File: config.mk
export PLATFORM = sky130hd
export DESIGN_NAME = midi_channel_message_parser_unit_flat
export DESIGN_NICKNAME = d
export VERILOG_FILES = /design/src/hw/rtl/mcmp_pkg.sv /design/src/hw/rtl/mcmp_byte_if.sv /design/src/hw/rtl/mcmp_event_if.sv /design/src/hw/rtl/mcmp_cfg_if.sv /design/src/hw/rtl/mcmp_in_reg.sv /design/src/hw/rtl/mcmp_core.sv /design/src/hw/rtl/mcmp_out_reg.sv /design/src/hw/rtl/midi_channel_message_parser_unit.sv /design/src/flat_wrapper.sv
export SDC_FILE = /design/constraint.sdc
export NUM_CORES = 1
export LEC_CHECK = 0
export BUFFER_PORTS_ARGS = -buffer_cell sky130_fd_sc_hd__buf_2
export CAP_MARGIN = 10
export CORE_ASPECT_RATIO = 0.7
export CORE_UTILIZATION = 40
export CTS_BUF_LIST = sky130_fd_sc_hd__clkbuf_2 sky130_fd_sc_hd__clkbuf_4 sky130_fd_sc_hd__clkbuf_8
export CTS_CLUSTER_SIZE = 40
export DETAILED_ROUTE_END_ITERATION = 7
export HOLD_SLACK_MARGIN = 0.1
export PLACE_DENSITY = 0.56
export SYNTH_ARGS = -nofsm -noshare
export SYNTH_HDL_FRONTEND = slang
export SYNTH_HIERARCHICAL = 1
export SYNTH_SLANG_ARGS = --single-unit
File: constraint.sdc
create_clock -name clk -period 5.2 [get_ports clk]
set_clock_uncertainty 0.15 [all_clocks]
set_input_delay 1.04 -clock clk [delete_from_list [all_inputs] [get_ports clk]]
set_output_delay 1.04 -clock clk [all_outputs]
set_load 0.005 [all_outputs]
File: src/hw/rtl/mcmp_pkg.sv
`timescale 1ns / 1ps
`default_nettype none

package mcmp_pkg;

  // System bytes decoded at once
  localparam logic [7:0] SYS_TUNE     = 8'hF6;
  localparam logic [7:0] SYS_EOX      = 8'hF7;
  localparam logic [7:0] SYS_TICK     = 8'hF8;
  localparam logic [7:0] SYS_START    = 8'hFA;
  localparam logic [7:0] SYS_CONTINUE = 8'hFB;
  localparam logic [7:0] SYS_STOP     = 8'hFC;
  localparam logic [7:0] SYS_SENSE    = 8'hFE;
  localparam logic [7:0] SYS_RESET    = 8'hFF;

  // Channel message types (upper nibble of the status byte)
  localparam logic [3:0] MSG_NOTE_OFF   = 4'h8;
  localparam logic [3:0] MSG_NOTE_ON    = 4'h9;
  localparam logic [3:0] MSG_POLY_AT    = 4'hA;
  localparam logic [3:0] MSG_CTRL       = 4'hB;
  localparam logic [3:0] MSG_PROGRAM    = 4'hC;
  localparam logic [3:0] MSG_CHAN_AT    = 4'hD;
  localparam logic [3:0] MSG_PITCH_BEND = 4'hE;

  // Controller numbers
  localparam logic [6:0] CC_LOW_END        = 7'h20;
  localparam logic [6:0] CC_MID_START      = 7'h46;
  localparam logic [6:0] CC_MID_END        = 7'h54;
  localparam logic [6:0] CC_ALL_SOUND_OFF  = 7'h78;
  localparam logic [6:0] CC_RESET_ALL      = 7'h79;
  localparam logic [6:0] CC_ALL_NOTES_OFF  = 7'h7B;

  // Event kinds
  localparam logic [3:0] KIND_CLOCK      = 4'd0;
  localparam logic [3:0] KIND_RESET      = 4'd1;
  localparam logic [3:0] KIND_NOTE_OFF   = 4'd2;
  localparam logic [3:0] KIND_NOTE_ON    = 4'd3;
  localparam logic [3:0] KIND_PITCH_BEND = 4'd4;
  localparam logic [3:0] KIND_CHAN_AT    = 4'd5;
  localparam logic [3:0] KIND_ALL_OFF    = 4'd6;
  localparam logic [3:0] KIND_CTRL_RESET = 4'd7;
  localparam logic [3:0] KIND_CONTROLLER = 4'd8;

  // Clock event codes
  localparam logic [3:0] CLK_START    = 4'd0;
  localparam logic [3:0] CLK_STOP     = 4'd1;
  localparam logic [3:0] CLK_CONTINUE = 4'd2;
  localparam logic [3:0] CLK_TICK     = 4'd3;

  typedef struct packed {
    logic [3:0] event_kind;
    logic [3:0] channel_or_code;
    logic [6:0] first_value;
    logic [6:0] second_value;
    logic       event_flag;
  } event_t;

  typedef struct packed {
    logic       valid;
    logic [7:0] rx_byte;
  } byte_stage_t;

endpackage

`default_nettype wire

File: src/hw/rtl/mcmp_byte_if.sv
`timescale 1ns / 1ps
`default_nettype none

interface mcmp_byte_if;
  logic       valid;
  logic       ready;
  logic [7:0] rx_byte;

  modport source (output valid, output rx_byte, input ready);
  modport sink   (input valid, input rx_byte, output ready);
endinterface

`default_nettype wire

File: src/hw/rtl/mcmp_event_if.sv
`timescale 1ns / 1ps
`default_nettype none

interface mcmp_event_if;
  logic       valid;
  logic       ready;
  logic [3:0] event_kind;
  logic [3:0] channel_or_code;
  logic [6:0] first_value;
  logic [6:0] second_value;
  logic       event_flag;

  modport source (output valid, output event_kind, output channel_or_code,
                  output first_value, output second_value, output event_flag,
                  input ready);
  modport sink   (input valid, input event_kind, input channel_or_code,
                  input first_value, input second_value, input event_flag,
                  output ready);
endinterface

`default_nettype wire

File: src/hw/rtl/mcmp_cfg_if.sv
`timescale 1ns / 1ps
`default_nettype none

interface mcmp_cfg_if;
  logic        valid;
  logic        ready;
  logic [15:0] channel_enable_mask;

  modport source (output valid, output channel_enable_mask, input ready);
  modport sink   (input valid, input channel_enable_mask, output ready);
endinterface

`default_nettype wire

File: src/hw/rtl/mcmp_in_reg.sv
`timescale 1ns / 1ps
`default_nettype none

module mcmp_in_reg (
  input  wire logic             clk,
  input  wire logic             rst,
  mcmp_byte_if.sink             rx,
  input  wire logic             take,
  output mcmp_pkg::byte_stage_t stage
);

  logic       valid;
  logic [7:0] rx_byte;

  // Accept a new request when empty or when the held byte moves on
  assign rx.ready = !valid || take;

  // Hold the byte until the decode stage consumes it
  always_ff @(posedge clk) begin
    if (rst) begin
      valid <= 1'b0;
    end else if (rx.valid && rx.ready) begin
      valid <= 1'b1;
    end else if (take) begin
      valid <= 1'b0;
    end
  end

  always_ff @(posedge clk) begin
    if (rx.valid && rx.ready) begin
      rx_byte <= rx.rx_byte;
    end
  end

  assign stage.valid   = valid;
  assign stage.rx_byte = rx_byte;

endmodule

`default_nettype wire

File: src/hw/rtl/mcmp_core.sv
`timescale 1ns / 1ps
`default_nettype none

module mcmp_core (
  input  wire logic        clk,
  input  wire logic        rst,
  input  wire logic        fire,
  input  wire logic [7:0]  rx_byte,
  input  wire logic [15:0] mask,
  output logic             emit,
  output mcmp_pkg::event_t evt
);

  logic [7:0] held_status;
  logic [7:0] status_next;
  logic [1:0] held_count;
  logic [1:0] count_next;
  logic [6:0] held_data [2];
  logic [6:0] data0_next;
  logic [6:0] data1_next;

  logic [6:0] d0;
  logic [6:0] d1;
  logic [1:0] count_inc;
  logic [1:0] need;
  logic       complete;
  logic [3:0] chan;
  logic [3:0] msg;

  // Data bytes as they stand after the incoming byte is appended
  assign d0        = held_count[0] ? held_data[0] : rx_byte[6:0];
  assign d1        = held_count[0] ? rx_byte[6:0] : held_data[1];
  assign count_inc = held_count + 2'd1;
  assign chan      = held_status[3:0];
  assign msg       = held_status[7:4];

  // Number of data bytes the running status needs
  always_comb begin
    case (msg) inside
      mcmp_pkg::MSG_NOTE_OFF, mcmp_pkg::MSG_NOTE_ON, mcmp_pkg::MSG_POLY_AT,
      mcmp_pkg::MSG_PITCH_BEND: begin
        need = 2'd2;
      end
      mcmp_pkg::MSG_PROGRAM, mcmp_pkg::MSG_CHAN_AT: begin
        need = 2'd1;
      end
      mcmp_pkg::MSG_CTRL: begin
        if (d0 < mcmp_pkg::CC_LOW_END ||
            (d0 >= mcmp_pkg::CC_MID_START && d0 < mcmp_pkg::CC_MID_END)) begin
          need = 2'd2;
        end else if (d0 == mcmp_pkg::CC_ALL_SOUND_OFF || d0 == mcmp_pkg::CC_RESET_ALL ||
                     d0 == mcmp_pkg::CC_ALL_NOTES_OFF) begin
          need = 2'd1;
        end else begin
          need = 2'd0;
        end
      end
      default: begin
        need = 2'd0;
      end
    endcase
  end

  assign complete = (need != 2'd0) && (count_inc >= need);

  // Decode one byte against the running status
  always_comb begin
    status_next = held_status;
    count_next  = held_count;
    data0_next  = held_data[0];
    data1_next  = held_data[1];
    emit        = 1'b0;
    evt         = '0;
    if (fire) begin
      unique case (rx_byte) inside
        mcmp_pkg::SYS_TUNE, mcmp_pkg::SYS_SENSE: begin
          emit = 1'b0;
        end
        mcmp_pkg::SYS_EOX: begin
          status_next = 8'h00;
        end
        mcmp_pkg::SYS_TICK: begin
          emit                = 1'b1;
          evt.event_kind      = mcmp_pkg::KIND_CLOCK;
          evt.channel_or_code = mcmp_pkg::CLK_TICK;
        end
        mcmp_pkg::SYS_START: begin
          emit                = 1'b1;
          evt.event_kind      = mcmp_pkg::KIND_CLOCK;
          evt.channel_or_code = mcmp_pkg::CLK_START;
        end
        mcmp_pkg::SYS_CONTINUE: begin
          emit                = 1'b1;
          evt.event_kind      = mcmp_pkg::KIND_CLOCK;
          evt.channel_or_code = mcmp_pkg::CLK_CONTINUE;
        end
        mcmp_pkg::SYS_STOP: begin
          emit                = 1'b1;
          evt.event_kind      = mcmp_pkg::KIND_CLOCK;
          evt.channel_or_code = mcmp_pkg::CLK_STOP;
          evt.event_flag      = 1'b1;
        end
        mcmp_pkg::SYS_RESET: begin
          emit           = 1'b1;
          evt.event_kind = mcmp_pkg::KIND_RESET;
          evt.event_flag = 1'b1;
        end
        default: begin
          if (rx_byte[7]) begin
            // New running status
            status_next = rx_byte;
            count_next  = 2'd0;
          end else if (!held_count[1]) begin
            // Append the data byte; drop it when the buffer is full
            if (held_count[0]) begin
              data1_next = rx_byte[6:0];
            end else begin
              data0_next = rx_byte[6:0];
            end
            count_next = count_inc;
            if (complete) begin
              if (!mask[chan]) begin
                count_next = 2'd0;
              end else begin
                evt.channel_or_code = chan;
                case (msg) inside
                  mcmp_pkg::MSG_NOTE_OFF, mcmp_pkg::MSG_NOTE_ON: begin
                    count_next       = 2'd0;
                    emit             = 1'b1;
                    evt.first_value  = d0;
                    evt.second_value = d1;
                    evt.event_flag   = 1'b1;
                    if (msg == mcmp_pkg::MSG_NOTE_OFF || d1 == 7'd0) begin
                      evt.event_kind = mcmp_pkg::KIND_NOTE_OFF;
                    end else begin
                      evt.event_kind = mcmp_pkg::KIND_NOTE_ON;
                    end
                  end
                  mcmp_pkg::MSG_PITCH_BEND: begin
                    count_next       = 2'd0;
                    emit             = 1'b1;
                    evt.event_kind   = mcmp_pkg::KIND_PITCH_BEND;
                    evt.first_value  = d1;
                    evt.second_value = d0;
                  end
                  mcmp_pkg::MSG_CHAN_AT: begin
                    count_next      = 2'd0;
                    emit            = 1'b1;
                    evt.event_kind  = mcmp_pkg::KIND_CHAN_AT;
                    evt.first_value = d0;
                  end
                  mcmp_pkg::MSG_CTRL: begin
                    count_next = 2'd0;
                    emit       = 1'b1;
                    if (d0 == mcmp_pkg::CC_ALL_SOUND_OFF ||
                        d0 == mcmp_pkg::CC_ALL_NOTES_OFF) begin
                      evt.event_kind = mcmp_pkg::KIND_ALL_OFF;
                      evt.event_flag = 1'b1;
                    end else if (d0 == mcmp_pkg::CC_RESET_ALL) begin
                      evt.event_kind = mcmp_pkg::KIND_CTRL_RESET;
                    end else begin
                      evt.event_kind   = mcmp_pkg::KIND_CONTROLLER;
                      evt.first_value  = d0;
                      evt.second_value = d1;
                    end
                  end
                  default: begin
                    // program change and poly aftertouch: keep the count
                    emit = 1'b0;
                  end
                endcase
              end
            end
          end
        end
      endcase
    end
  end

  // Hold the running status and count
  always_ff @(posedge clk) begin
    if (rst) begin
      held_status <= 8'h00;
      held_count  <= 2'd0;
    end else begin
      held_status <= status_next;
      held_count  <= count_next;
    end
  end

  always_ff @(posedge clk) begin
    held_data[0] <= data0_next;
    held_data[1] <= data1_next;
  end

  a_reset_clears: assert property (@(posedge clk)
    rst |=> (held_status == 8'h00 && held_count == 2'd0))
    else $error("running status not cleared by reset");

  a_count_range: assert property (@(posedge clk) disable iff (rst)
    held_count != 2'd3)
    else $error("data count out of range");

  a_eox_clears: assert property (@(posedge clk)
    (fire && rx_byte == mcmp_pkg::SYS_EOX) |=> held_status == 8'h00)
    else $error("end of exclusive left running status");

  a_channel_event_clears: assert property (@(posedge clk)
    (emit && evt.event_kind != mcmp_pkg::KIND_CLOCK &&
     evt.event_kind != mcmp_pkg::KIND_RESET) |=> held_count == 2'd0)
    else $error("channel event did not clear data count");

endmodule

`default_nettype wire

File: src/hw/rtl/mcmp_out_reg.sv
`timescale 1ns / 1ps
`default_nettype none

module mcmp_out_reg (
  input  wire logic             clk,
  input  wire logic             rst,
  input  wire logic             load,
  input  wire mcmp_pkg::event_t evt_in,
  output logic                  take,
  mcmp_event_if.source          ev
);

  logic             valid;
  mcmp_pkg::event_t evt;

  // Room for a new result when empty or when the held one leaves
  assign take = !valid || ev.ready;

  always_ff @(posedge clk) begin
    if (rst) begin
      valid <= 1'b0;
    end else if (load) begin
      valid <= 1'b1;
    end else if (ev.ready) begin
      valid <= 1'b0;
    end
  end

  always_ff @(posedge clk) begin
    if (load) begin
      evt <= evt_in;
    end
  end

  assign ev.valid           = valid;
  assign ev.event_kind      = evt.event_kind;
  assign ev.channel_or_code = evt.channel_or_code;
  assign ev.first_value     = evt.first_value;
  assign ev.second_value    = evt.second_value;
  assign ev.event_flag      = evt.event_flag;

endmodule

`default_nettype wire

File: src/hw/rtl/midi_channel_message_parser_unit.sv
`timescale 1ns / 1ps
`default_nettype none

// Channel  Dir  Payload                                            Request when
// rx       in   rx_byte[7:0]                                       valid & ready
// ev       out  event_kind, channel_or_code, first_value,          valid & ready
//               second_value, event_flag
// cfg      in   channel_enable_mask[15:0]                          valid & ready
//
// One byte per cycle while the output is not stalled; a byte lands in the input
// register at its request and its result enters the output register when decode
// takes it; decode against the running status sits between the two registers.
// Reset (rst, synchronous) clears running status, data count and mask.
// A stalled result holds the output register; the input register still
// takes a byte while decode has room, so the input stalls only when both
// registers are full. Bytes that cause no event leave no result.
// Configuration writes are taken in every cycle.

module midi_channel_message_parser_unit (
  input  wire logic    clk,
  input  wire logic    rst,
  mcmp_byte_if.sink    rx,
  mcmp_event_if.source ev,
  mcmp_cfg_if.sink     cfg
);

  logic [15:0]           channel_enable_mask;
  mcmp_pkg::byte_stage_t stage;
  mcmp_pkg::event_t      evt;
  logic                  take;
  logic                  fire;
  logic                  emit;

  // Take configuration writes at once
  assign cfg.ready = 1'b1;

  always_ff @(posedge clk) begin
    if (rst) begin
      channel_enable_mask <= 16'h0000;
    end else if (cfg.valid && cfg.ready) begin
      channel_enable_mask <= cfg.channel_enable_mask;
    end
  end

  assign fire = stage.valid && take;

  mcmp_in_reg u_in_reg (
    .clk   (clk),
    .rst   (rst),
    .rx    (rx),
    .take  (take),
    .stage (stage)
  );

  mcmp_core u_core (
    .clk     (clk),
    .rst     (rst),
    .fire    (fire),
    .rx_byte (stage.rx_byte),
    .mask    (channel_enable_mask),
    .emit    (emit),
    .evt     (evt)
  );

  mcmp_out_reg u_out_reg (
    .clk    (clk),
    .rst    (rst),
    .load   (emit),
    .evt_in (evt),
    .take   (take),
    .ev     (ev)
  );

endmodule

`default_nettype wire
File: src/flat_wrapper.sv
// flat-port wrapper written by rule: the top's interface ports become plain ports
module midi_channel_message_parser_unit_flat 
  (clk, rst, rx_valid, rx_rx_byte, rx_ready, ev_valid, ev_event_kind, ev_channel_or_code, ev_first_value, ev_second_value, ev_event_flag, ev_ready, cfg_valid, cfg_channel_enable_mask, cfg_ready);
  mcmp_byte_if rx_i ();
  mcmp_event_if ev_i ();
  mcmp_cfg_if cfg_i ();
  input  wire logic clk;
  input  wire logic rst;
  input wire logic [$bits(rx_i.valid)-1:0] rx_valid;
  input wire logic [$bits(rx_i.rx_byte)-1:0] rx_rx_byte;
  output wire logic [$bits(rx_i.ready)-1:0] rx_ready;
  output wire logic [$bits(ev_i.valid)-1:0] ev_valid;
  output wire logic [$bits(ev_i.event_kind)-1:0] ev_event_kind;
  output wire logic [$bits(ev_i.channel_or_code)-1:0] ev_channel_or_code;
  output wire logic [$bits(ev_i.first_value)-1:0] ev_first_value;
  output wire logic [$bits(ev_i.second_value)-1:0] ev_second_value;
  output wire logic [$bits(ev_i.event_flag)-1:0] ev_event_flag;
  input wire logic [$bits(ev_i.ready)-1:0] ev_ready;
  input wire logic [$bits(cfg_i.valid)-1:0] cfg_valid;
  input wire logic [$bits(cfg_i.channel_enable_mask)-1:0] cfg_channel_enable_mask;
  output wire logic [$bits(cfg_i.ready)-1:0] cfg_ready;
  assign rx_i.valid = rx_valid;
  assign rx_i.rx_byte = rx_rx_byte;
  assign rx_ready = rx_i.ready;
  assign ev_valid = ev_i.valid;
  assign ev_event_kind = ev_i.event_kind;
  assign ev_channel_or_code = ev_i.channel_or_code;
  assign ev_first_value = ev_i.first_value;
  assign ev_second_value = ev_i.second_value;
  assign ev_event_flag = ev_i.event_flag;
  assign ev_i.ready = ev_ready;
  assign cfg_i.valid = cfg_valid;
  assign cfg_i.channel_enable_mask = cfg_channel_enable_mask;
  assign cfg_ready = cfg_i.ready;
  midi_channel_message_parser_unit u_core (.clk(clk), .rst(rst), .rx(rx_i), .ev(ev_i), .cfg(cfg_i));
endmodule
==> metrics, run 1 <==
outcome complete, no violations; Async S/R FF share, synth 0%; 1st-pass router iterations 4; Synth area leaders edfxtp_1, dfxtp_1, mux2i_1; placed cell areas 3923 sq um; vias in the first global route around 2.4k; core area 8618 sq um; pin count of the biggest net entering global routing 30; Post-Synthesis Cells around 320; post-synthesis sequential area ratio 52.71%; fin crit period about 3500 ps; final hold vios 0; Total GRT Usage between 10% and 20%; layout cell share with drive strength beyond 1 27.42%; fmax between 200 and 300 MHz; Final nets a little under 400; number of remaining DRC errors 0; crit path DAT approximately 3400 ps; #FFs+latches synth between 70 and 80; worst ir drop on vdd around 0.00017 V; pwr/cell area 295.3 nW/um^2; I/O Buffers 53; Area Overhead vs Synth 13.42%; Final Slew Violations 0; Util after Layout 47.74%; HPWL Detailed 6.197 mm; Clock transition at path regs around 80 ps; antenna fix cells 0; Synth top area share approximately 37%; post-cts hold buffer count 0; critical path type flip-flop to flip-flop; hold slack final between 300 and 400 ps; placed insts 476; CTS tree done; count leader, synth nor2_1; slew margin rel. slightly above 50%; clk_lat worst skew 340 ps; Max clock buf depth 2; r2r worst-path depth 12; hold_sp u_core/u_in_reg/valid; initial core utilization a little over two fifths; Final setup viols 0; Routed Antenna Nets 0; Critical Path End Type flip-flop; Routed Wire Length roughly 8.6 mm; R2R Setup Slk between 1500 and 2000 ps; Top Ports 55; Yosys cell types 55; number of CTS-inserted buffers 9; ys flop type edfxtp_1; Commonest cells post-synth nor2_1, edfxtp_1, dfxtp_1, mux2i_1, nand2_1; hold depth 2; DR vias ~2.6k; post-synthesis area per instance ~11 sq um; Final GP Congestion between 0.8 and 0.9; Final period util approximately 67%; Die Footprint 9459 sq um; Die W between 100 and 150 um; per-cell routed wire length between 15 and 20 um; Hold Crit Endpoint u_core/u_in_reg/valid; worst r2r dst u_core/u_out_reg/ev.second_value[5]; Synth area leader edfxtp_1; Post-CTS Setup Repair Bufs 0; fillcell total between 800 and 900; Max-Cap Viols 0; Root Buffer clkbuf_8; num rows 28; RSZ-0062 raised after global routing false; Req. time, crit path roughly 5100 ps; Post-Syn Area ~3600 sq um; Post-Layout Inst Area between 4000 and 5000 sq um; YS warnings 6; Mapped Nets between 300 and 400; global-route wire length before repair about 13 mm; Setup crit start kind flip-flop; DR iter-0 viols between 100 and 150; CP Max Fanout 24; EDFF count, synth 45; clk sink count 73; R2R Path Start u_core/u_core/held_count[0]; Worst Tran Pin Value approximately 730 ps; Hold Crit Class flip-flop to flip-flop; leakage around 0.0015 uW; setup total negative slack 0 ps; final instance count without filler cells between 400 and 500; GR Overflow Total 0; Via density ~5.3; PostCTS Resize Cnt 0; # H-tree levels 3; initial antenna violation count 0; die height just over 80 um
-- worst max path at each step --
stage	start	endpoint	slack (ps)
2_1_floorplan	ev_ready	u_core/u_out_reg/ev.channel_or_code[0]	1600
3_3_place_gp	u_core/u_core/held_count[0]	u_core/u_out_reg/ev.second_value[1]	1780
3_5_place_dp	u_core/u_core/held_count[0]	u_core/u_out_reg/ev.second_value[2]	1690
4_1_cts	u_core/u_core/held_count[0]	u_core/u_out_reg/ev.event_kind[2]	1670
5_1_grt	u_core/u_core/held_count[0]	u_core/u_out_reg/ev.valid	1370
6_report	u_core/u_core/held_count[0]	u_core/u_out_reg/ev.second_value[5]	1700
-- logic make-up after synthesis --
logic type,Yosys count,synth area share (%)
AOI/OAI and AO/OA,69,13.83
xor gates and xnor gates,1,0.2415
adders and majority gates,2,0.6898
buffers and inverters,33,5.140
DFF,73,52.71
muxes,37,11.97
other,1,0.1034
and+or+nand+nor,107,15.32
-- area by class of cell --
type                            instances  area [sq um]  area share (%)
Multi-Input combinational cell        217          1535           37.32
Clock buffer                           12         146.4           3.558
Sequential cell                        73          1912           46.47
Inverter                               10         37.54          0.9124
Timing Repair Buffer                   56         287.8           6.995
Tap cell                              120         150.1           3.650
Clock inverter                          4         45.04           1.095
-- report_power, final --
| group | internal, uW | switching, uW |
|---|---|---|
| Combinational | 52.6 | 61.1 |
| Sequential | 634 | 29.6 |
| Clock | 236 | 202 |
-- critical path, cell delays in order (launching register included) --
cell and delay (ps):
dfxtp_1 650, buf_4 320, mux2_2 390, inv_1 50, o21ai_0 100, and2_1 160
ha_1 270, a21oi_1 70, nor2_1 170, nand3_2 90, buf_4 230, o22ai_2 180
buf_4 330
-- metrics by stage --
stage	setup WS, ps	power [uW]
6_report	1700	1215
5_1_grt	1371	1269
4_1_cts	1675	1226
3_5_place_dp	1694	788.3
3_3_place_gp	1784	786.7
2_1_floorplan	1597	753.1
-- routing by layer --
layer  part of all wire (%)  track usage, %
met1                     52           30.23
met5                      0               0
met2                     38           23.99
met4                   0.67           5.641
met3                    9.0           8.708
-- registers in the layout, indices dropped and copies added, names as in the netlist --
name,flops
u_core/u_core/held_status,8
u_core/u_in_reg/valid,1
u_core/channel_enable_mask,16
u_core/u_out_reg/ev.channel_or_code,4
u_core/u_out_reg/ev.valid,1
u_core/u_out_reg/ev.event_flag,1
u_core/u_out_reg/ev.second_value,7
u_core/u_in_reg/rx_byte,8
u_core/u_out_reg/ev.event_kind,4
u_core/u_out_reg/ev.first_value,7
u_core/u_core/held_count,2
u_core/u_core/held_data,14
-- cells in the final DEF, fill, tap and decap left out, types with 3 or more instances in the layout --
| cell type | Yosys | layout |
|---|---|---|
| nor2_1 | 47 | 47 |
| clkbuf_8 | 0 | 9 |
| and2_1 | 5 | 5 |
| nand2b_1 | 10 | 10 |
| a21oi_1 | 12 | 12 |
| edfxtp_1 | 45 | 45 |
| buf_2 | 7 | 53 |
| mux2_2 | 13 | 13 |
| mux2i_1 | 19 | 19 |
| o21ai_0 | 13 | 13 |
| dfxtp_1 | 28 | 28 |
| clkinv_2 | 0 | 3 |
| inv_1 | 10 | 10 |
| o32ai_1 | 4 | 4 |
| a32oi_1 | 4 | 4 |
| clkbuf_4 | 0 | 3 |
| nand4b_1 | 3 | 3 |
| nand2_1 | 18 | 18 |
| o22ai_1 | 4 | 3 |
| mux2_4 | 3 | 3 |
| a22oi_1 | 15 | 15 |
| buf_4 | 4 | 3 |
| nand3b_1 | 3 | 3 |
No activity file was read; power rests on OpenSTA's default activity.
==> inputs of run 2 (changes only) <==
--- a/config.mk
+++ b/config.mk
@@ -13,7 +13,7 @@
 export CTS_CLUSTER_SIZE = 40
 export DETAILED_ROUTE_END_ITERATION = 7
 export HOLD_SLACK_MARGIN = 0.1
-export PLACE_DENSITY = 0.56
+export PLACE_DENSITY = 0.59
 export SYNTH_ARGS = -nofsm -noshare
 export SYNTH_HDL_FRONTEND = slang
 export SYNTH_HIERARCHICAL = 1
==> constraint.sdc (replaced) <==
create_clock -name clk -period 3.17 [get_ports clk]
set_clock_uncertainty 0.15 [all_clocks]
set_input_delay 0.634 -clock clk [delete_from_list [all_inputs] [get_ports clk]]
set_output_delay 0.634 -clock clk [all_outputs]
set_load 0.005 [all_outputs]
==> run 2 against run 1 <==
Effect of this change: clock power rose by 88%; core utilization rose by 1.4 points; worst hold slack got worse by 48 ps; final area rose by 2.9%; clock-buffer cell count rose by 1; setup slack got worse by 1400 ps; critical path type unchanged; largest cell class unchanged.
==> metrics, run 2 (synthesis gave the netlist of run 1 again) <==
core area 8618 sq um (unchanged); Total GRT Usage 19.34% (was 19.77%); per-cell routed wire length 16.74 um (was 17.41 um); Clock power frac 38.9% (was 36.0%); Req. time, crit path 3120 ps (was 5070 ps); 1st-pass router iterations 5 (was 4); Die W 115.8 um (unchanged); DR vias 2708 (was 2601); Psw 480.3 uW (was 292.6 uW); crit path DAT 2870 ps (was 3370 ps); R2R Path Start u_core/u_core/held_count[0] (unchanged); Final nets 409 (was 398); Die Footprint 9459 sq um (unchanged); die height 81.67 um (unchanged); clk_lat worst skew 360 ps (was 340 ps); Setup crit start kind flip-flop (unchanged); GR Overflow Total 0 (unchanged); initial antenna violation count 0 (unchanged); sequential share of power 50.9% (was 54.6%); fmax 343.2 MHz (was 285.7 MHz); Clock transition at path regs 70 ps (was 80 ps); setup total negative slack 0 ps (unchanged); number of remaining DRC errors 0 (unchanged); hold slack final 302.5 ps (was 350.8 ps); initial core utilization 42.09% (unchanged); switch share 22.81% (was 24.08%); Final period util 91.92% (was 67.31%); number of CTS-inserted buffers 9 (unchanged); DR iter-0 viols 204 (was 147); HPWL Detailed 6.093 mm (was 6.197 mm); Final GP Congestion 0.8443 (was 0.8402); hold depth 1 (was 2); vias in the first global route 2419 (was 2448); P_int 1625 uW (was 922.3 uW); antenna fix cells 0 (unchanged); # H-tree levels 3 (unchanged); multi-input logic area 1535 sq um (unchanged); Routed Antenna Nets 0 (unchanged); RSZ-0062 raised after global routing false (unchanged); Max-Cap Viols 0 (unchanged); CP Max Fanout 22 (was 24); layout cell share with drive strength beyond 1 29.77% (was 27.42%); Crit. Startpoint u_core/u_core/held_count[0] (unchanged); commonest non-fill, non-tap cell in the layout buf_2 (unchanged); Logic pwr share 10.1% (was 9.4%); largest reg by FF count u_core/channel_enable_mask (unchanged); slew margin rel. 57.76% (was 50.95%); register area 1913 sq um (was 1912 sq um); Critical Path End Type flip-flop (unchanged); hold_sp rx_rx_byte[0] (was u_core/u_in_reg/valid); CTS tree done (unchanged); critical path type flip-flop to flip-flop (unchanged); Worst Tran Pin Value 627.0 ps (was 728.1 ps); Largest register FFs 16 (unchanged); Via density 5.384 (was 5.287); pin count of the biggest net entering global routing 30 (unchanged); final hold vios 0 (unchanged); fillcell total 820 (was 843); outcome complete, no violations (unchanged); pwr/cell area 497.6 nW/um^2 (was 295.3 nW/um^2); Root Buffer clkbuf_8 (unchanged); I/O Buffers 53 (unchanged); post-cts hold buffer count 0 (unchanged); R2R Setup Slk 260 ps (was 1700 ps); Regs by FF count u_core/channel_enable_mask (16), u_core/u_core/held_data (14) (unchanged); Top Ports 55 (unchanged); global-route wire length before repair 13.20 mm (was 13.50 mm); r2r worst-path depth 12 (unchanged); Area Overhead vs Synth 16.66% (was 13.42%); most frequent cells in the layout buf_2, nor2_1, edfxtp_1, dfxtp_1, mux2i_1 (unchanged); Final setup viols 0 (unchanged); leakage 0.001599 uW (was 0.001531 uW); fin crit period 2914 ps (was 3500 ps); Hold Crit Class primary input to flip-flop (was flip-flop to flip-flop); worst ir drop on vdd 0.0002580 V (was 0.0001710 V); Routed Wire Length 8.421 mm (was 8.568 mm); num rows 28 (unchanged); clk sink count 73 (unchanged); Final Slew Violations 0 (unchanged); Max clock buf depth 2 (unchanged)
## run 2: critical path, cell delays in order, from the launching register on
cell	delay, ps
dfxtp_2	440
buf_4	210
nand3b_1	90
o22ai_1	330
nand4b_1	180
nand2_1	110
ha_1	210
nand2b_1	140
a21oi_1	190
nor2_1	90
nand3_2	90
buf_4	260
o22ai_1	140
## run 2: final timing paths
path	endpoint
min	u_core/u_in_reg/rx_byte[0]
min reg2reg	u_core/channel_enable_mask[3]
max reg2reg	u_core/u_out_reg/ev.channel_or_code[1]
max	u_core/u_out_reg/ev.channel_or_code[1]
## run 2: power by group through the flow
stage | sequential (uW) | combinational (uW) | clock (uW)
floorplan | 1080 | 160 | 0
global placement | 1090 | 208 | 0
detailed placement | 1090 | 210 | 0
CTS | 1070 | 211 | 838
global route | 1080 | 235 | 888
finish | 1070 | 213 | 820
## run 2: per-stage QoR
step                area [sq um]  total power, uW  instances  utilization, %  setup WS [ps]
floorplan                   3633             1236        323               -          67.07
global placement            4005             1300        487           46.47          266.0
detailed placement          4005             1302        487           46.47          148.7
CTS                         4230             2120        503           49.09          130.3
global route                4232             2199        503           49.10          2.194
finish                      4232             2106        503           49.10          256.1
## run 2: layout make-up
class,count,area share [%]
Sequential cell,73,45.21
Clock inverter,3,1.538
Timing Repair Buffer,67,8.752
Tap cell,120,3.548
Clock buffer,13,3.785
Multi-Input combinational cell,217,36.28
Inverter,10,0.8870
## run 2: what timing repair did
item / in CTS / in global routing
hold endpoints to repair: 0 / 0
resized for setup: 0 / 1
buffers inserted: 0 / 0
setup endpoints to repair: 0 / 37
## run 2: per-layer routing
metal | GRT usage, % | part of all wire, %
met5 | 0 | 0
met4 | 4.231 | 0.56
met3 | 8.044 | 9.0
met2 | 23.99 | 38
met1 | 29.98 | 53
